--- config.mk ---
export PLATFORM = sky130hd
export DESIGN_NAME = rgb_led_effect_controller_unit
export DESIGN_NICKNAME = d
export VERILOG_FILES = /design/src/design/rgbled_pkg.sv /design/src/design/rgbled_div.sv /design/src/design/rgbled_dp.sv /design/src/design/rgbled_ctrl.sv /design/src/design/rgb_led_effect_controller_unit.sv
export VERILOG_INCLUDE_DIRS = /design/src /design/src/design
export SDC_FILE = /design/constraint.sdc
export NUM_CORES = 2
export LEC_CHECK = 0
export ABC_AREA = 0
export CORE_MARGIN = 4
export CORE_UTILIZATION = 54
export CTS_BUF_LIST = sky130_fd_sc_hd__clkbuf_8
export CTS_CLUSTER_DIAMETER = 40
export CTS_CLUSTER_SIZE = 28
export DETAILED_ROUTE_END_ITERATION = 6
export DONT_BUFFER_PORTS = 1
export GPL_TIMING_DRIVEN = 0
export PLACE_DENSITY = 0.74
export SLEW_MARGIN = 20
export SYNTH_ARGS = -nofsm -noshare
export SYNTH_HDL_FRONTEND = slang
export SYNTH_SLANG_ARGS = --single-unit
--- constraint.sdc ---
create_clock -name clk -period 18.3 [get_ports clk]
set_clock_uncertainty 0.05 [all_clocks]
set_input_delay 0.915 -clock clk [delete_from_list [all_inputs] [get_ports clk]]
set_output_delay 0.915 -clock clk [all_outputs]
set_load 0.05 [all_outputs]
--- src/design/rgb_led_effect_controller_unit_macros.svh ---
// Assertion macros for the RGB LED effect controller.
// Included by the top level; no other dependencies.
`ifndef RGB_LED_EFFECT_CONTROLLER_UNIT_MACROS_SVH
`define RGB_LED_EFFECT_CONTROLLER_UNIT_MACROS_SVH
`ifndef SYNTHESIS
`define RGBLED_ASSERT_SAME(lbl, ante, cons) \
    lbl: assert property (@(posedge clk) disable iff (!rst_n) (ante) |-> (cons)) \
        else $error("rgbled assertion failed");
`define RGBLED_ASSERT_NEXT(lbl, ante, cons) \
    lbl: assert property (@(posedge clk) disable iff (!rst_n) (ante) |=> (cons)) \
        else $error("rgbled assertion failed");
`else
`define RGBLED_ASSERT_SAME(lbl, ante, cons)
`define RGBLED_ASSERT_NEXT(lbl, ante, cons)
`endif
`endif

--- src/design/rgbled_pkg.sv ---
// Shared types and constants of the RGB LED effect controller.
// No dependencies; used by every module of the block.
package rgbled_pkg;

    localparam int CH_W    = 8;
    localparam int DUTY_W  = 10;
    localparam int HUE_W   = 13;
    localparam int PCT_W   = 15;
    localparam int CMD_W   = 3;
    localparam int MODE_W  = 2;
    localparam int PER_W   = 10;
    localparam int NUM_W   = 30;
    localparam int DEN_W   = 15;
    localparam int K_W     = 11;
    localparam int RY_W    = 23;
    localparam int RM_W    = 24;
    localparam int RP_W    = 47;

    localparam logic [HUE_W-1:0] HUE_FULL  = 13'd5760;
    localparam logic [HUE_W-1:0] HUE_SIXTY = 13'd960;
    localparam logic [HUE_W-1:0] RUN_STEP  = 13'd8;
    localparam logic [HUE_W-1:0] RUN_WRAP  = 13'd5744;
    localparam logic [PCT_W-1:0] PCT_FULL  = 15'd25600;
    localparam logic [PCT_W-1:0] PCT_HALF  = 15'd12800;
    localparam logic [PCT_W-1:0] PCT_ONE   = 15'd256;
    localparam logic [PCT_W-1:0] CH_MAX    = 15'd255;

    // Reciprocals for division by 100, 15 and 255, rounded up, scaled by 2^29, 2^23 and 2^31.
    localparam logic [RM_W-1:0] RCP_100 = 24'd5368710;
    localparam logic [RM_W-1:0] RCP_15  = 24'd559241;
    localparam logic [RM_W-1:0] RCP_255 = 24'd8421505;

    localparam logic [PER_W-1:0] RUN_PERIOD_RST   = 10'd50;
    localparam logic [PER_W-1:0] PULSE_PERIOD_RST = 10'd30;

    localparam logic [CMD_W-1:0] CMD_SET_RGB   = 3'd0;
    localparam logic [CMD_W-1:0] CMD_SET_HSV   = 3'd1;
    localparam logic [CMD_W-1:0] CMD_SET_MODE  = 3'd2;
    localparam logic [CMD_W-1:0] CMD_SET_POWER = 3'd3;
    localparam logic [CMD_W-1:0] CMD_TICK      = 3'd4;

    localparam logic [MODE_W-1:0] MODE_SOLID = 2'd0;
    localparam logic [MODE_W-1:0] MODE_RUN   = 2'd1;
    localparam logic [MODE_W-1:0] MODE_PULSE = 2'd2;

    localparam logic [0:0] REG_RUN_PERIOD   = 1'b0;
    localparam logic [0:0] REG_PULSE_PERIOD = 1'b1;

    typedef enum logic [4:0] {
        OP_NONE,
        OP_SET_RGB,
        OP_SET_HSV,
        OP_SET_MODE,
        OP_SET_POWER,
        OP_TICK,
        OP_CLR_TICK_RUN,
        OP_CLR_TICK,
        OP_RUN_STEP,
        OP_PULSE_STEP,
        OP_MUL_VS,
        OP_DIV_C,
        OP_TAKE_C,
        OP_MUL_X,
        OP_DIV_X,
        OP_TAKE_X,
        OP_MUL_CH,
        OP_DIV_CH,
        OP_TAKE_CH,
        OP_DIV_HUE,
        OP_TAKE_HUE,
        OP_DIV_SAT,
        OP_TAKE_SAT,
        OP_DIV_VAL,
        OP_TAKE_VAL,
        OP_EMIT_STORED,
        OP_EMIT_RES,
        OP_STORE_EMIT_RES,
        OP_EMIT_ZERO
    } dp_op_t;

    typedef struct packed {
        dp_op_t op;
    } dp_cmd_t;

    typedef struct packed {
        logic [CMD_W-1:0]  cmd;
        logic [MODE_W-1:0] mode_sel;
        logic              power_on;
        logic              light_on;
        logic [MODE_W-1:0] mode;
        logic              tick_hit;
        logic              div_busy;
        logic              ch_last;
        logic              out_free;
    } dp_stat_t;

endpackage

--- src/design/rgbled_div.sv ---
// Restoring divider, one quotient bit per cycle.
// Depends on rgbled_pkg for its widths.
module rgbled_div (
    input  logic                          clk,
    input  logic                          rst_n,
    input  logic                          start,
    input  logic [rgbled_pkg::NUM_W-1:0]  dividend,
    input  logic [rgbled_pkg::DEN_W-1:0]  divisor,
    output logic                          busy,
    output logic [rgbled_pkg::NUM_W-1:0]  quotient
);
    localparam int NW    = rgbled_pkg::NUM_W;
    localparam int DW    = rgbled_pkg::DEN_W;
    localparam int CNT_W = $clog2(NW);

    logic             busy_reg, busy_next;
    logic [CNT_W-1:0] cnt_reg, cnt_next;
    logic [DW:0]      rem_reg, rem_next;
    logic [NW-1:0]    quo_reg, quo_next;
    logic [DW-1:0]    den_reg, den_next;
    logic [DW:0]      rem_sh;
    logic [DW+1:0]    diff;

    always_comb
    begin
        rem_sh    = {rem_reg[DW-1:0], quo_reg[NW-1]};
        diff      = {1'b0, rem_sh} - {2'b00, den_reg};
        busy_next = busy_reg;
        cnt_next  = cnt_reg;
        rem_next  = rem_reg;
        quo_next  = quo_reg;
        den_next  = den_reg;
        if (start)
        begin
            busy_next = 1'b1;
            cnt_next  = CNT_W'(NW - 1);
            rem_next  = '0;
            quo_next  = dividend;
            den_next  = divisor;
        end
        else if (busy_reg)
        begin
            if (!diff[DW+1])
            begin
                rem_next = diff[DW:0];
                quo_next = {quo_reg[NW-2:0], 1'b1};
            end
            else
            begin
                rem_next = rem_sh;
                quo_next = {quo_reg[NW-2:0], 1'b0};
            end
            cnt_next = cnt_reg - CNT_W'(1);
            if (cnt_reg == '0)
            begin
                busy_next = 1'b0;
            end
        end
    end

    always_ff @(posedge clk or negedge rst_n)
    begin
        if (!rst_n)
        begin
            busy_reg <= 1'b0;
            cnt_reg  <= '0;
        end
        else
        begin
            busy_reg <= busy_next;
            cnt_reg  <= cnt_next;
        end
    end

    always_ff @(posedge clk)
    begin
        rem_reg <= rem_next;
        quo_reg <= quo_next;
        den_reg <= den_next;
    end

    assign busy     = busy_reg;
    assign quotient = quo_reg;
endmodule

--- src/design/rgbled_dp.sv ---
// Datapath: colour state, effect state, shared multiplier, divider and output register.
// Depends on rgbled_pkg and rgbled_div; driven by rgbled_ctrl.
module rgbled_dp (
    input  logic                               clk,
    input  logic                               rst_n,
    input  rgbled_pkg::dp_cmd_t                cmd,
    output rgbled_pkg::dp_stat_t               stat,
    input  logic                               in_accept,
    input  logic [rgbled_pkg::CMD_W-1:0]       command,
    input  logic [rgbled_pkg::CH_W-1:0]        red_in,
    input  logic [rgbled_pkg::CH_W-1:0]        green_in,
    input  logic [rgbled_pkg::CH_W-1:0]        blue_in,
    input  logic [rgbled_pkg::HUE_W-1:0]       hue_in,
    input  logic [rgbled_pkg::PCT_W-1:0]       sat_in,
    input  logic [rgbled_pkg::PCT_W-1:0]       val_in,
    input  logic [rgbled_pkg::MODE_W-1:0]      mode_sel,
    input  logic                               power_on,
    input  logic [rgbled_pkg::PER_W-1:0]       run_period,
    input  logic [rgbled_pkg::PER_W-1:0]       pulse_period,
    output logic                               out_valid,
    input  logic                               out_ready,
    output logic [rgbled_pkg::DUTY_W-1:0]      red_duty,
    output logic [rgbled_pkg::DUTY_W-1:0]      green_duty,
    output logic [rgbled_pkg::DUTY_W-1:0]      blue_duty
);
    localparam int CW = rgbled_pkg::CH_W;
    localparam int HW = rgbled_pkg::HUE_W;
    localparam int PW = rgbled_pkg::PCT_W;
    localparam int NW = rgbled_pkg::NUM_W;
    localparam int DW = rgbled_pkg::DEN_W;
    localparam int KW = rgbled_pkg::K_W;
    localparam int TW = rgbled_pkg::PER_W;
    localparam int YW = rgbled_pkg::RY_W;
    localparam int MW = rgbled_pkg::RM_W;
    localparam int QW = rgbled_pkg::RP_W;

    rgbled_pkg::dp_op_t op;

    logic [rgbled_pkg::CMD_W-1:0]  cmd_l_reg;
    logic [CW-1:0]                 red_l_reg, green_l_reg, blue_l_reg;
    logic [HW-1:0]                 hue_l_reg;
    logic [PW-1:0]                 sat_l_reg, val_l_reg;
    logic [rgbled_pkg::MODE_W-1:0] mode_l_reg;
    logic                          power_l_reg;

    logic [CW-1:0]                 st_r_reg, st_g_reg, st_b_reg;
    logic [rgbled_pkg::MODE_W-1:0] mode_reg;
    logic                          light_reg;
    logic [HW-1:0]                 run_hue_reg, p_hue_reg;
    logic [PW-1:0]                 p_sat_reg, p_val_reg;
    logic                          falling_reg;
    logic [TW-1:0]                 tick_reg;

    logic [HW-1:0]  h_reg;
    logic [PW-1:0]  s_reg, v_reg, c_reg, x_reg;
    logic [NW-1:0]  prod_reg;
    logic [PW-1:0]  cq_reg;
    logic [1:0]     idx_reg;
    logic [CW-1:0]  res_r_reg, res_g_reg, res_b_reg;
    logic           ovalid_reg;
    logic [rgbled_pkg::DUTY_W-1:0] od_r_reg, od_g_reg, od_b_reg;

    logic [2:0]     sector;
    logic [HW-1:0]  base, h_off;
    logic [9:0]     frac, t_w;
    logic [PW-1:0]  m_w, cr, cg, cb, ch_w, ch_sum;
    logic [PW-1:0]  mul_a, mul_b;
    logic [NW-1:0]  prod_w;
    logic [CW-1:0]  mx, mn, d_w;
    logic [KW-1:0]  k_w;
    logic [NW-1:0]  num_w;
    logic           div_start, div_busy;
    logic [NW-1:0]  div_n, quo;
    logic [DW-1:0]  div_d;
    logic [YW-1:0]  rcp_y;
    logic [MW-1:0]  rcp_m;
    logic [QW-1:0]  rcp_p;
    logic [PW-1:0]  rcp_q;
    logic [TW-1:0]  tick_inc, period;
    logic [HW-1:0]  hue_norm, run_next;
    logic [PW-1:0]  sat_clip, val_clip, pv_step, pv_next;
    logic           pf_next;

    assign op = cmd.op;

    always_comb
    begin
        priority if (h_reg >= 13'd4800) sector = 3'd5;
        else if (h_reg >= 13'd3840)     sector = 3'd4;
        else if (h_reg >= 13'd2880)     sector = 3'd3;
        else if (h_reg >= 13'd1920)     sector = 3'd2;
        else if (h_reg >= 13'd960)      sector = 3'd1;
        else                            sector = 3'd0;
        unique case (sector)
            3'd0:    base = 13'd0;
            3'd1:    base = 13'd960;
            3'd2:    base = 13'd1920;
            3'd3:    base = 13'd2880;
            3'd4:    base = 13'd3840;
            default: base = 13'd4800;
        endcase
        h_off = h_reg - base;
        frac  = h_off[9:0];
        t_w   = sector[0] ? (rgbled_pkg::HUE_SIXTY[9:0] - frac) : frac;
        m_w   = v_reg - c_reg;
        unique case (sector)
            3'd0:    begin cr = c_reg; cg = x_reg; cb = '0;    end
            3'd1:    begin cr = x_reg; cg = c_reg; cb = '0;    end
            3'd2:    begin cr = '0;    cg = c_reg; cb = x_reg; end
            3'd3:    begin cr = '0;    cg = x_reg; cb = c_reg; end
            3'd4:    begin cr = x_reg; cg = '0;    cb = c_reg; end
            default: begin cr = c_reg; cg = '0;    cb = x_reg; end
        endcase
        unique case (idx_reg)
            2'd0:    ch_w = cr;
            2'd1:    ch_w = cg;
            default: ch_w = cb;
        endcase
        ch_sum = ch_w + m_w;
    end

    always_comb
    begin
        unique case (op)
            rgbled_pkg::OP_MUL_X:
            begin
                mul_a = c_reg;
                mul_b = PW'(t_w);
            end
            rgbled_pkg::OP_MUL_CH:
            begin
                mul_a = ch_sum;
                mul_b = rgbled_pkg::CH_MAX;
            end
            default:
            begin
                mul_a = v_reg;
                mul_b = s_reg;
            end
        endcase
        prod_w = NW'(mul_a) * NW'(mul_b);
    end

    always_comb
    begin
        mx = st_r_reg;
        mn = st_r_reg;
        if (st_g_reg > mx) mx = st_g_reg;
        if (st_b_reg > mx) mx = st_b_reg;
        if (st_g_reg < mn) mn = st_g_reg;
        if (st_b_reg < mn) mn = st_b_reg;
        d_w = mx - mn;
        priority if (d_w == '0)
            k_w = '0;
        else if (mx == st_r_reg)
        begin
            if (st_g_reg >= st_b_reg)
                k_w = KW'(st_g_reg) - KW'(st_b_reg);
            else
                k_w = KW'(d_w) * KW'(6) - (KW'(st_b_reg) - KW'(st_g_reg));
        end
        else if (mx == st_g_reg)
            k_w = KW'(d_w) * KW'(2) + KW'(st_b_reg) - KW'(st_r_reg);
        else
            k_w = KW'(d_w) * KW'(4) + KW'(st_r_reg) - KW'(st_g_reg);
        num_w = NW'(k_w) * NW'(rgbled_pkg::HUE_SIXTY);
    end

    always_comb
    begin
        div_start = 1'b1;
        div_n     = num_w;
        div_d     = DW'(1);
        unique case (op)
            rgbled_pkg::OP_DIV_HUE:
            begin
                div_n = num_w;
                div_d = (d_w == '0) ? DW'(1) : DW'(d_w);
            end
            rgbled_pkg::OP_DIV_SAT:
            begin
                div_n = NW'(d_w) * NW'(rgbled_pkg::PCT_FULL);
                div_d = DW'(mx);
            end
            default:
            begin
                div_start = 1'b0;
            end
        endcase
    end

    // Division by 25600 is a shift by 8 and a division by 100, by 960 a shift by 6 and a
    // division by 15; the constant divisions are reciprocal multiplications.
    always_comb
    begin
        unique case (op)
            rgbled_pkg::OP_DIV_X:
            begin
                rcp_y = prod_reg[28:6];
                rcp_m = rgbled_pkg::RCP_15;
            end
            rgbled_pkg::OP_DIV_VAL:
            begin
                rcp_y = YW'(mx) * YW'(rgbled_pkg::PCT_FULL);
                rcp_m = rgbled_pkg::RCP_255;
            end
            default:
            begin
                rcp_y = {1'b0, prod_reg[NW-1:8]};
                rcp_m = rgbled_pkg::RCP_100;
            end
        endcase
        rcp_p = QW'(rcp_y) * QW'(rcp_m);
        unique case (op)
            rgbled_pkg::OP_DIV_X:   rcp_q = rcp_p[37:23];
            rgbled_pkg::OP_DIV_VAL: rcp_q = rcp_p[45:31];
            default:                rcp_q = rcp_p[43:29];
        endcase
    end

    rgbled_div u_div (
        .clk      (clk),
        .rst_n    (rst_n),
        .start    (div_start),
        .dividend (div_n),
        .divisor  (div_d),
        .busy     (div_busy),
        .quotient (quo)
    );

    always_comb
    begin
        tick_inc = tick_reg + TW'(1);
        period   = (mode_reg == rgbled_pkg::MODE_RUN) ? run_period : pulse_period;
        hue_norm = (hue_l_reg >= rgbled_pkg::HUE_FULL) ? hue_l_reg - rgbled_pkg::HUE_FULL
                                                       : hue_l_reg;
        sat_clip = (sat_l_reg > rgbled_pkg::PCT_FULL) ? rgbled_pkg::PCT_FULL : sat_l_reg;
        val_clip = (val_l_reg > rgbled_pkg::PCT_FULL) ? rgbled_pkg::PCT_FULL : val_l_reg;
        run_next = run_hue_reg + rgbled_pkg::RUN_STEP;
        if (run_next > rgbled_pkg::RUN_WRAP)
            run_next = '0;
        if (falling_reg)
            pv_step = (p_val_reg >= rgbled_pkg::PCT_ONE) ? p_val_reg - rgbled_pkg::PCT_ONE : '0;
        else
            pv_step = p_val_reg + rgbled_pkg::PCT_ONE;
        pv_next = pv_step;
        pf_next = falling_reg;
        if (pv_step < rgbled_pkg::PCT_HALF)
            pf_next = ~falling_reg;
        if (pv_step > rgbled_pkg::PCT_FULL)
        begin
            pf_next = ~falling_reg;
            pv_next = rgbled_pkg::PCT_FULL;
        end
    end

    always_ff @(posedge clk or negedge rst_n)
    begin
        if (!rst_n)
        begin
            st_r_reg    <= '0;
            st_g_reg    <= '0;
            st_b_reg    <= '0;
            mode_reg    <= rgbled_pkg::MODE_SOLID;
            light_reg   <= 1'b0;
            run_hue_reg <= '0;
            p_hue_reg   <= '0;
            p_sat_reg   <= '0;
            p_val_reg   <= '0;
            falling_reg <= 1'b1;
            tick_reg    <= '0;
            ovalid_reg  <= 1'b0;
            cmd_l_reg   <= '0;
        end
        else
        begin
            if (in_accept)
                cmd_l_reg <= command;
            if (ovalid_reg && out_ready)
                ovalid_reg <= 1'b0;
            unique case (op)
                rgbled_pkg::OP_SET_RGB:
                begin
                    st_r_reg <= red_l_reg;
                    st_g_reg <= green_l_reg;
                    st_b_reg <= blue_l_reg;
                end
                rgbled_pkg::OP_SET_HSV:
                begin
                    p_hue_reg <= hue_norm;
                    p_sat_reg <= sat_clip;
                    p_val_reg <= val_clip;
                end
                rgbled_pkg::OP_SET_MODE:   mode_reg  <= mode_l_reg;
                rgbled_pkg::OP_SET_POWER:  light_reg <= power_l_reg;
                rgbled_pkg::OP_TICK:       tick_reg  <= (tick_inc >= period) ? '0 : tick_inc;
                rgbled_pkg::OP_CLR_TICK_RUN:
                begin
                    tick_reg    <= '0;
                    run_hue_reg <= '0;
                end
                rgbled_pkg::OP_CLR_TICK:   tick_reg    <= '0;
                rgbled_pkg::OP_RUN_STEP:   run_hue_reg <= run_next;
                rgbled_pkg::OP_PULSE_STEP:
                begin
                    p_val_reg   <= pv_next;
                    falling_reg <= pf_next;
                end
                rgbled_pkg::OP_TAKE_HUE:   p_hue_reg <= quo[HW-1:0];
                rgbled_pkg::OP_TAKE_SAT:   p_sat_reg <= (mx == '0) ? '0 : quo[PW-1:0];
                rgbled_pkg::OP_TAKE_VAL:   p_val_reg <= cq_reg;
                rgbled_pkg::OP_STORE_EMIT_RES:
                begin
                    st_r_reg   <= res_r_reg;
                    st_g_reg   <= res_g_reg;
                    st_b_reg   <= res_b_reg;
                    ovalid_reg <= 1'b1;
                end
                rgbled_pkg::OP_EMIT_STORED, rgbled_pkg::OP_EMIT_RES,
                rgbled_pkg::OP_EMIT_ZERO:
                    ovalid_reg <= 1'b1;
                default:
                begin
                end
            endcase
        end
    end

    always_ff @(posedge clk)
    begin
        if (in_accept)
        begin
            red_l_reg   <= red_in;
            green_l_reg <= green_in;
            blue_l_reg  <= blue_in;
            hue_l_reg   <= hue_in;
            sat_l_reg   <= sat_in;
            val_l_reg   <= val_in;
            mode_l_reg  <= mode_sel;
            power_l_reg <= power_on;
        end
        unique case (op)
            rgbled_pkg::OP_SET_HSV:
            begin
                h_reg <= hue_norm;
                s_reg <= sat_clip;
                v_reg <= val_clip;
            end
            rgbled_pkg::OP_RUN_STEP:
            begin
                h_reg <= run_next;
                s_reg <= rgbled_pkg::PCT_FULL;
                v_reg <= rgbled_pkg::PCT_FULL;
            end
            rgbled_pkg::OP_PULSE_STEP:
            begin
                h_reg <= p_hue_reg;
                s_reg <= p_sat_reg;
                v_reg <= pv_next;
            end
            rgbled_pkg::OP_MUL_VS:
            begin
                prod_reg <= prod_w;
                idx_reg  <= 2'd0;
            end
            rgbled_pkg::OP_MUL_X, rgbled_pkg::OP_MUL_CH:
                prod_reg <= prod_w;
            rgbled_pkg::OP_DIV_C, rgbled_pkg::OP_DIV_X, rgbled_pkg::OP_DIV_CH,
            rgbled_pkg::OP_DIV_VAL:
                cq_reg <= rcp_q;
            rgbled_pkg::OP_TAKE_C: c_reg <= cq_reg;
            rgbled_pkg::OP_TAKE_X: x_reg <= cq_reg;
            rgbled_pkg::OP_TAKE_CH:
            begin
                unique case (idx_reg)
                    2'd0:    res_r_reg <= cq_reg[CW-1:0];
                    2'd1:    res_g_reg <= cq_reg[CW-1:0];
                    default: res_b_reg <= cq_reg[CW-1:0];
                endcase
                idx_reg <= idx_reg + 2'd1;
            end
            rgbled_pkg::OP_EMIT_STORED:
            begin
                od_r_reg <= {st_r_reg, 2'b00};
                od_g_reg <= {st_g_reg, 2'b00};
                od_b_reg <= {st_b_reg, 2'b00};
            end
            rgbled_pkg::OP_EMIT_RES, rgbled_pkg::OP_STORE_EMIT_RES:
            begin
                od_r_reg <= {res_r_reg, 2'b00};
                od_g_reg <= {res_g_reg, 2'b00};
                od_b_reg <= {res_b_reg, 2'b00};
            end
            rgbled_pkg::OP_EMIT_ZERO:
            begin
                od_r_reg <= '0;
                od_g_reg <= '0;
                od_b_reg <= '0;
            end
            default:
            begin
            end
        endcase
    end

    always_comb
    begin
        stat.cmd      = cmd_l_reg;
        stat.mode_sel = mode_l_reg;
        stat.power_on = power_l_reg;
        stat.light_on = light_reg;
        stat.mode     = mode_reg;
        stat.tick_hit = tick_inc >= period;
        stat.div_busy = div_busy || div_start;
        stat.ch_last  = idx_reg == 2'd2;
        stat.out_free = !ovalid_reg || out_ready;
    end

    assign out_valid  = ovalid_reg;
    assign red_duty   = od_r_reg;
    assign green_duty = od_g_reg;
    assign blue_duty  = od_b_reg;
endmodule

--- src/design/rgbled_ctrl.sv ---
// Controller: sequences the datapath for each command beat.
// Depends on rgbled_pkg; drives rgbled_dp through its command struct.
module rgbled_ctrl (
    input  logic                  clk,
    input  logic                  rst_n,
    input  logic                  in_valid,
    output logic                  in_ready,
    input  rgbled_pkg::dp_stat_t  stat,
    output rgbled_pkg::dp_cmd_t   cmd
);
    typedef enum logic [4:0] {
        S_IDLE, S_DISPATCH, S_SET, S_APPLY, S_RUN, S_PULSE,
        S_MUL_C, S_DIV_C, S_WAIT_C, S_MUL_X, S_DIV_X, S_WAIT_X,
        S_MUL_CH, S_DIV_CH, S_WAIT_CH,
        S_LP_HUE, S_LP_HUE_W, S_LP_SAT, S_LP_SAT_W, S_LP_VAL, S_LP_VAL_W,
        S_EMIT
    } state_t;

    typedef enum logic [1:0] {
        SEL_STORED, SEL_RES, SEL_STORE_RES, SEL_ZERO
    } emit_sel_t;

    state_t             state_reg;
    emit_sel_t          sel_reg;
    logic               store_res_reg;
    logic               emit_after_reg;
    logic               ready_reg;
    rgbled_pkg::dp_op_t op_reg;

    always_ff @(posedge clk or negedge rst_n)
    begin
        if (!rst_n)
        begin
            state_reg      <= S_IDLE;
            sel_reg        <= SEL_STORED;
            store_res_reg  <= 1'b0;
            emit_after_reg <= 1'b0;
            ready_reg      <= 1'b1;
            op_reg         <= rgbled_pkg::OP_NONE;
        end
        else
        begin
            op_reg <= rgbled_pkg::OP_NONE;
            unique case (state_reg)
                S_IDLE:
                begin
                    if (in_valid && ready_reg)
                    begin
                        ready_reg <= 1'b0;
                        state_reg <= S_DISPATCH;
                    end
                end
                S_DISPATCH:
                begin
                    ready_reg <= 1'b1;
                    state_reg <= S_IDLE;
                    priority case (stat.cmd)
                        rgbled_pkg::CMD_SET_RGB:
                        begin
                            op_reg         <= rgbled_pkg::OP_SET_RGB;
                            emit_after_reg <= 1'b1;
                            ready_reg      <= 1'b0;
                            state_reg      <= S_LP_HUE;
                        end
                        rgbled_pkg::CMD_SET_HSV:
                        begin
                            op_reg        <= rgbled_pkg::OP_SET_HSV;
                            store_res_reg <= 1'b1;
                            ready_reg     <= 1'b0;
                            state_reg     <= S_MUL_C;
                        end
                        rgbled_pkg::CMD_SET_MODE:
                        begin
                            if (stat.mode_sel == rgbled_pkg::MODE_SOLID
                                || stat.mode_sel == rgbled_pkg::MODE_RUN
                                || stat.mode_sel == rgbled_pkg::MODE_PULSE)
                            begin
                                op_reg    <= rgbled_pkg::OP_SET_MODE;
                                ready_reg <= 1'b0;
                                state_reg <= S_SET;
                            end
                        end
                        rgbled_pkg::CMD_SET_POWER:
                        begin
                            op_reg    <= rgbled_pkg::OP_SET_POWER;
                            ready_reg <= 1'b0;
                            if (stat.power_on)
                                state_reg <= S_SET;
                            else
                            begin
                                sel_reg   <= SEL_ZERO;
                                state_reg <= S_EMIT;
                            end
                        end
                        rgbled_pkg::CMD_TICK:
                        begin
                            if (stat.light_on && (stat.mode == rgbled_pkg::MODE_RUN
                                || stat.mode == rgbled_pkg::MODE_PULSE))
                            begin
                                op_reg <= rgbled_pkg::OP_TICK;
                                if (stat.tick_hit)
                                begin
                                    ready_reg     <= 1'b0;
                                    store_res_reg <= 1'b0;
                                    state_reg     <= (stat.mode == rgbled_pkg::MODE_RUN)
                                                     ? S_RUN : S_PULSE;
                                end
                            end
                        end
                        default:
                        begin
                        end
                    endcase
                end
                S_SET:
                    state_reg <= S_APPLY;
                S_APPLY:
                begin
                    ready_reg <= 1'b1;
                    state_reg <= S_IDLE;
                    if (stat.light_on)
                    begin
                        priority case (stat.mode)
                            rgbled_pkg::MODE_SOLID:
                            begin
                                ready_reg <= 1'b0;
                                sel_reg   <= SEL_STORED;
                                state_reg <= S_EMIT;
                            end
                            rgbled_pkg::MODE_RUN:
                                op_reg <= rgbled_pkg::OP_CLR_TICK_RUN;
                            default:
                            begin
                                op_reg         <= rgbled_pkg::OP_CLR_TICK;
                                emit_after_reg <= 1'b0;
                                ready_reg      <= 1'b0;
                                state_reg      <= S_LP_HUE;
                            end
                        endcase
                    end
                end
                S_RUN:
                begin
                    op_reg    <= rgbled_pkg::OP_RUN_STEP;
                    state_reg <= S_MUL_C;
                end
                S_PULSE:
                begin
                    op_reg    <= rgbled_pkg::OP_PULSE_STEP;
                    state_reg <= S_MUL_C;
                end
                S_MUL_C:
                begin
                    op_reg    <= rgbled_pkg::OP_MUL_VS;
                    state_reg <= S_DIV_C;
                end
                S_DIV_C:
                begin
                    op_reg    <= rgbled_pkg::OP_DIV_C;
                    state_reg <= S_WAIT_C;
                end
                S_WAIT_C:
                begin
                    if (!stat.div_busy)
                    begin
                        op_reg    <= rgbled_pkg::OP_TAKE_C;
                        state_reg <= S_MUL_X;
                    end
                end
                S_MUL_X:
                begin
                    op_reg    <= rgbled_pkg::OP_MUL_X;
                    state_reg <= S_DIV_X;
                end
                S_DIV_X:
                begin
                    op_reg    <= rgbled_pkg::OP_DIV_X;
                    state_reg <= S_WAIT_X;
                end
                S_WAIT_X:
                begin
                    if (!stat.div_busy)
                    begin
                        op_reg    <= rgbled_pkg::OP_TAKE_X;
                        state_reg <= S_MUL_CH;
                    end
                end
                S_MUL_CH:
                begin
                    op_reg    <= rgbled_pkg::OP_MUL_CH;
                    state_reg <= S_DIV_CH;
                end
                S_DIV_CH:
                begin
                    op_reg    <= rgbled_pkg::OP_DIV_CH;
                    state_reg <= S_WAIT_CH;
                end
                S_WAIT_CH:
                begin
                    if (!stat.div_busy)
                    begin
                        op_reg <= rgbled_pkg::OP_TAKE_CH;
                        if (stat.ch_last)
                        begin
                            sel_reg   <= store_res_reg ? SEL_STORE_RES : SEL_RES;
                            state_reg <= S_EMIT;
                        end
                        else
                            state_reg <= S_MUL_CH;
                    end
                end
                S_LP_HUE:
                begin
                    op_reg    <= rgbled_pkg::OP_DIV_HUE;
                    state_reg <= S_LP_HUE_W;
                end
                S_LP_HUE_W:
                begin
                    if (!stat.div_busy)
                    begin
                        op_reg    <= rgbled_pkg::OP_TAKE_HUE;
                        state_reg <= S_LP_SAT;
                    end
                end
                S_LP_SAT:
                begin
                    op_reg    <= rgbled_pkg::OP_DIV_SAT;
                    state_reg <= S_LP_SAT_W;
                end
                S_LP_SAT_W:
                begin
                    if (!stat.div_busy)
                    begin
                        op_reg    <= rgbled_pkg::OP_TAKE_SAT;
                        state_reg <= S_LP_VAL;
                    end
                end
                S_LP_VAL:
                begin
                    op_reg    <= rgbled_pkg::OP_DIV_VAL;
                    state_reg <= S_LP_VAL_W;
                end
                S_LP_VAL_W:
                begin
                    if (!stat.div_busy)
                    begin
                        op_reg <= rgbled_pkg::OP_TAKE_VAL;
                        if (emit_after_reg)
                        begin
                            sel_reg   <= SEL_STORED;
                            state_reg <= S_EMIT;
                        end
                        else
                        begin
                            ready_reg <= 1'b1;
                            state_reg <= S_IDLE;
                        end
                    end
                end
                S_EMIT:
                begin
                    if (stat.out_free)
                    begin
                        unique case (sel_reg)
                            SEL_STORED:    op_reg <= rgbled_pkg::OP_EMIT_STORED;
                            SEL_RES:       op_reg <= rgbled_pkg::OP_EMIT_RES;
                            SEL_STORE_RES: op_reg <= rgbled_pkg::OP_STORE_EMIT_RES;
                            default:       op_reg <= rgbled_pkg::OP_EMIT_ZERO;
                        endcase
                        ready_reg <= 1'b1;
                        state_reg <= S_IDLE;
                    end
                end
                default:
                begin
                    ready_reg <= 1'b1;
                    state_reg <= S_IDLE;
                end
            endcase
        end
    end

    assign in_ready = ready_reg;
    assign cmd.op   = op_reg;
endmodule

--- src/design/rgb_led_effect_controller_unit.sv ---
// Top level of the RGB LED effect controller: stream ports, APB registers, assertions.
// Depends on rgbled_pkg, rgbled_ctrl, rgbled_dp and the assertion macro header.
//
//  channel   direction  handshake            payload
//  s_*       in         s_tvalid/s_tready    s_tuser command, s_tdata colour/mode/power
//  m_*       out        m_tvalid/m_tready    m_tdata three PWM duties
//  APB       in         psel/penable/pready  run and pulse periods
//
// One beat at a time is processed. A set-rgb beat, or entering pulse mode by mode or
// power, takes its time from two passes of the serial divider. A set-hsv beat and an
// effect step are shorter, as constant divisions are reciprocal multiplications.
// A result waits in the output register while the next beat is taken; a beat with a
// result stalls until that register is free. Reset clears all effect state but sets
// the pulse falling flag.
`include "rgb_led_effect_controller_unit_macros.svh"
module rgb_led_effect_controller_unit (
    input  logic        clk,
    input  logic        rst_n,
    input  logic        s_tvalid,
    output logic        s_tready,
    // red_in[7:0], green_in[15:8], blue_in[23:16], hue_in[36:24], sat_in[51:37],
    // val_in[66:52], mode_sel[68:67], power_on[69], zero[71:70]
    input  logic [71:0] s_tdata,
    // command[2:0]
    input  logic [2:0]  s_tuser,
    output logic        m_tvalid,
    input  logic        m_tready,
    // red_duty[9:0], green_duty[19:10], blue_duty[29:20], zero[31:30]
    output logic [31:0] m_tdata,
    input  logic        psel,
    input  logic        penable,
    input  logic        pwrite,
    input  logic [2:0]  paddr,
    input  logic [31:0] pwdata,
    output logic [31:0] prdata,
    output logic        pready
);
    localparam int TW = rgbled_pkg::PER_W;

    logic [TW-1:0] run_period_reg, pulse_period_reg;
    logic          cfg_wr, in_accept;
    logic [rgbled_pkg::DUTY_W-1:0] red_duty, green_duty, blue_duty;
    rgbled_pkg::dp_cmd_t  cmd;
    rgbled_pkg::dp_stat_t stat;

    assign pready = 1'b1;
    assign cfg_wr = psel && penable && pwrite && pready;

    always_ff @(posedge clk or negedge rst_n)
    begin
        if (!rst_n)
        begin
            run_period_reg   <= rgbled_pkg::RUN_PERIOD_RST;
            pulse_period_reg <= rgbled_pkg::PULSE_PERIOD_RST;
        end
        else if (cfg_wr)
        begin
            unique case (paddr[2])
                rgbled_pkg::REG_RUN_PERIOD:   run_period_reg   <= pwdata[TW-1:0];
                default:                      pulse_period_reg <= pwdata[TW-1:0];
            endcase
        end
    end

    always_comb
    begin
        unique case (paddr[2])
            rgbled_pkg::REG_RUN_PERIOD: prdata = 32'(run_period_reg);
            default:                    prdata = 32'(pulse_period_reg);
        endcase
    end

    assign in_accept = s_tvalid && s_tready;

    rgbled_ctrl u_ctrl (
        .clk      (clk),
        .rst_n    (rst_n),
        .in_valid (s_tvalid),
        .in_ready (s_tready),
        .stat     (stat),
        .cmd      (cmd)
    );

    rgbled_dp u_dp (
        .clk          (clk),
        .rst_n        (rst_n),
        .cmd          (cmd),
        .stat         (stat),
        .in_accept    (in_accept),
        .command      (s_tuser),
        .red_in       (s_tdata[7:0]),
        .green_in     (s_tdata[15:8]),
        .blue_in      (s_tdata[23:16]),
        .hue_in       (s_tdata[36:24]),
        .sat_in       (s_tdata[51:37]),
        .val_in       (s_tdata[66:52]),
        .mode_sel     (s_tdata[68:67]),
        .power_on     (s_tdata[69]),
        .run_period   (run_period_reg),
        .pulse_period (pulse_period_reg),
        .out_valid    (m_tvalid),
        .out_ready    (m_tready),
        .red_duty     (red_duty),
        .green_duty   (green_duty),
        .blue_duty    (blue_duty)
    );

    assign m_tdata = {2'b00, blue_duty, green_duty, red_duty};

    `RGBLED_ASSERT_NEXT(a_one_beat_at_a_time, in_accept, !s_tready)
    `RGBLED_ASSERT_SAME(a_divider_idle_when_ready, s_tready, !stat.div_busy)
    `RGBLED_ASSERT_SAME(a_duty_multiple_of_four, m_tvalid,
        m_tdata[1:0] == 2'b00 && m_tdata[11:10] == 2'b00 && m_tdata[21:20] == 2'b00)
endmodule
==> out/metrics.sh <==
OUTCOME='finished clean'
FINAL_MIN_PERIOD_OVER_CLOCK_PERIOD_PCT=85.95
RELSLEWSLACK_PCT=26.68
ROUTED_WL_UM=127800
COUNT_OF_PINS_OVER_THEIR_SLEW_LIMIT=0
GRT.TOTAL_USAGE_PCT=27.42
CRITICAL_PATH_CLASS='flop to flop'
FINALCOREUTILIZATION_PCT=57.98
VDD.IR_DROP.WORST_uV=89.53
MAX_FREQ_GHz=0.06358
PLACED_CELL_AREA_SQ_UM=49040
YS.WARNINGS.COUNT=0
INITIAL_UTILIZATION_PCT=54.43
TRITONCTS='yes'
POWER_DENSITY_nW_PER_UM2=42.02
TOTALPOWERFINAL_mW=2.117
MOST_PREVALENT_STANDARD_CELL_ON_THE_CRITICAL_PATH='inv_1'
POSTSYNTH.ASYNCRESETSHARE_PCT=32.78
YS_FF_LATCH=424
MAX_CAP_VIOL_COUNT=0
LEAKAGE_nW=24.33
SYN_TO_FINAL_GROWTH_PCT=6.538
HOLD_CLASS='input pin to asynchronous set/reset pin'
DIE-AREA_SQ_UM=92370
POST-ROUTE-CELL-AREA_SQ_UM=50380
SYN-INSTANCE-COUNT=4907
MET2_WIRELENGTH_UM=59870
POST_LAYOUT_NETS=6233
CPPEAKSTAGEDELAY_NS=0.66
SYNTH_FF_TYPE='edfxtp_1'
DRT_PRE_ANTENNA_ITERS=6
PORTBUFFERS=0
CTSLONGESTPATHBUFFERS=3
TOP_LAYER_USED='met5'
TIMING.CRITICAL_PATH.FROM_TYPE='flop'
SETUP_VIOLATORS_FINAL=0
CRITICAL_PATH_ARRIVAL_NS=16.11
SYNTH_ENABLE_FLOP_CELLS=270
TIGHTESTPINTRANSITION_NS=1.091
GRT_PASS1_WL_UM=201500
POST_CTS.RESIZED_INSTANCES=0
WORSTREGTOREGCELLS=55
DRT_ITER0_MARKERS=3159
CTS.HOLD.BUFFERS_ADDED=2
GRT_PASS1_VIAS=36320
RSZ_0062_RAISED_AFTER_GLOBAL_ROUTING='no'
CTS_BUFFERS=57
LARGEST_REG_FLOPS=30
DRCVIOLATIONCOUNT=0
CTS_HTREE_LEVELS=2
CRITPATHCAPTURETYPE='flop'
MOSTFREQUENTLAYOUTCELLS='826 x inv_1, 602 x ha_1, 488 x fa_1'
TIMING.FINAL.HOLD_VIOLATIONS=0
MOSTFREQUENTLAYOUTCELL='inv_1'
CTS.ROOT.BUFFER_CELL='clkbuf_8'
WORSTPATHMAXFANOUT=10
YS_SEQ_AREA_SHARE_PCT=25.16
DIE_H_UM=303.9
TRITONCTS_NUM_SINKS=424
ROUTED_VIA_DENSITY=5.815
CRITICAL_PATH_REQUIRED_NS=18.68
MEAN_ROUTED_WIRELENGTH_PER_CELL_UM=20.50
CRITPATHSLOWESTCELL='o31ai_1'
TIMING.HOLD.WS_NS=0.07638
IOPINCOUNT=184
FIN_TNS_SETUP_NS=0
MAXIMUM_NUMBER_OF_PINS_ON_ONE_NET_BEFORE_GLOBAL_ROUTE_REPAIR=132
DIE_WIDTH_UM=303.9
DP.CELLS=6120
DRTANTENNAVIOLNETS=0
GLOBALROUTE.TOTALOVERFLOW=0
ROUTEDLENGTHMET1_UM=51550
SYN-MEAN-INSTANCE-AREA_SQ_UM=9.637
POSTCTSSETUPBUFFERS=0
CLK_TRANSITION_REPORTED_PATHS_NS=0.09
GLOBALPLACE.CONGESTION=0.9645
LAYOUT.CELLS.NON_FILLER=6233
FLOORPLAN.ROWS=108
SETUP_WS_NS=2.571
VIAS=36250
SYNTH_CELL_TYPE_COUNT=101
GRT_ANTENNA_BEFORE_REPAIR=7
SYN-CELL-AREA_SQ_UM=47290
CLKLATENCYLATEPIN_NS=0.70
POST_ROUTE_CELLS_DRIVE_ABOVE_1_SHARE_PCT=4.946
WL_MET3_UM=9872
DETAILED_PLACE_HPWL_UM=105500
COREAREA_SQ_UM=86890
DP_SLACK_NS=2.978
PERIOD_NEEDED_NS=15.73
## cells in the mapped netlist (96+ instances only)
| cell | count | area (sq um) |
|---|---|---|
| a21oi_1 | 219 | 1096 |
| a22oi_1 | 96 | 720.7 |
| clkbuf_1 | 141 | 529.3 |
| dfrtp_1 | 130 | 3253 |
| edfxtp_1 | 270 | 8108 |
| fa_1 | 488 | 9769 |
| ha_1 | 602 | 7532 |
| inv_1 | 826 | 3100 |
| nand2_1 | 481 | 1805 |
| nor2_1 | 253 | 949.7 |
| o21ai_0 | 188 | 940.9 |
| xnor2_1 | 137 | 1200 |
## per-layer routing
| metal | up-vias | global-route usage (%) |
|---|---|---|
| met5 | - | 0 |
| met3 | 313 | 3.981 |
| li1 | 16650 | - |
| met1 | 17710 | 36.61 |
| met4 | 2 | 11.87 |
| met2 | 1571 | 44.87 |
## layout make-up
cell class	instances	area, sq um
multi-input combinational	3518	31650
timing repair buffer	6	111.4
buffer	191	857.1
tap	1155	1445
sequential	424	11900
clock inverter	46	445.4
clock buffer	62	853.3
antenna	3	7.507
inverter	828	3110
fill	7554	36510
## report_power, final
part           switching, mW  internal (mW)
sequential           0.00703           1.03
clock                  0.433          0.363
combinational          0.176          0.108
## cell families (layout without fill, tap and decap cells)
family	after synthesis	count (layout)	share of synthesized area, %
and+or+nand+nor	1176	1176	11.49
other	2	59	0.01588
adders and majority gates	1094	1094	36.67
DFF	424	424	25.16
buffers and inverters	1019	1133	8.384
muxes	77	77	1.775
AOI/OAI and AO/OA	911	911	12.72
xor gates and xnor gates	204	204	3.778
## worst max-delay path, delay by kind of cell, from the launching register on
kind / cells / cell delay, ns
simple gates: 5 / 1.29
buf+inv: 10 / 1.29
xor+xnor: 1 / 0.14
compound gates: 24 / 5.68
flops: 1 / 0.63
mux: 1 / 0.65
fa+ha+maj: 14 / 5.69
## final timing paths
check	end	startpoint	slack (ns)
worst min register to register	u_dp.p_hue_reg[5]$_DFFE_PN0P_	u_dp.p_hue_reg[5]$_DFFE_PN0P_	0.44
max in group asynchronous	run_period_reg[4]$_DFFE_PN1P_	rst_n	17.05
min in group clk	u_dp.blue_l_reg[0]$_DFFE_PP_	s_tdata[16]	0.24
worst max register to register	u_dp.cq_reg[13]$_DFFE_PP_	u_dp.st_g_reg[1]$_DFFE_PN0P_	2.57
worst min-delay path	u_dp.st_r_reg[3]$_DFFE_PN0P_	rst_n	0.08
worst max-delay path	u_dp.cq_reg[13]$_DFFE_PP_	u_dp.st_g_reg[1]$_DFFE_PN0P_	2.57
No activity file was read; power rests on OpenSTA's default activity.
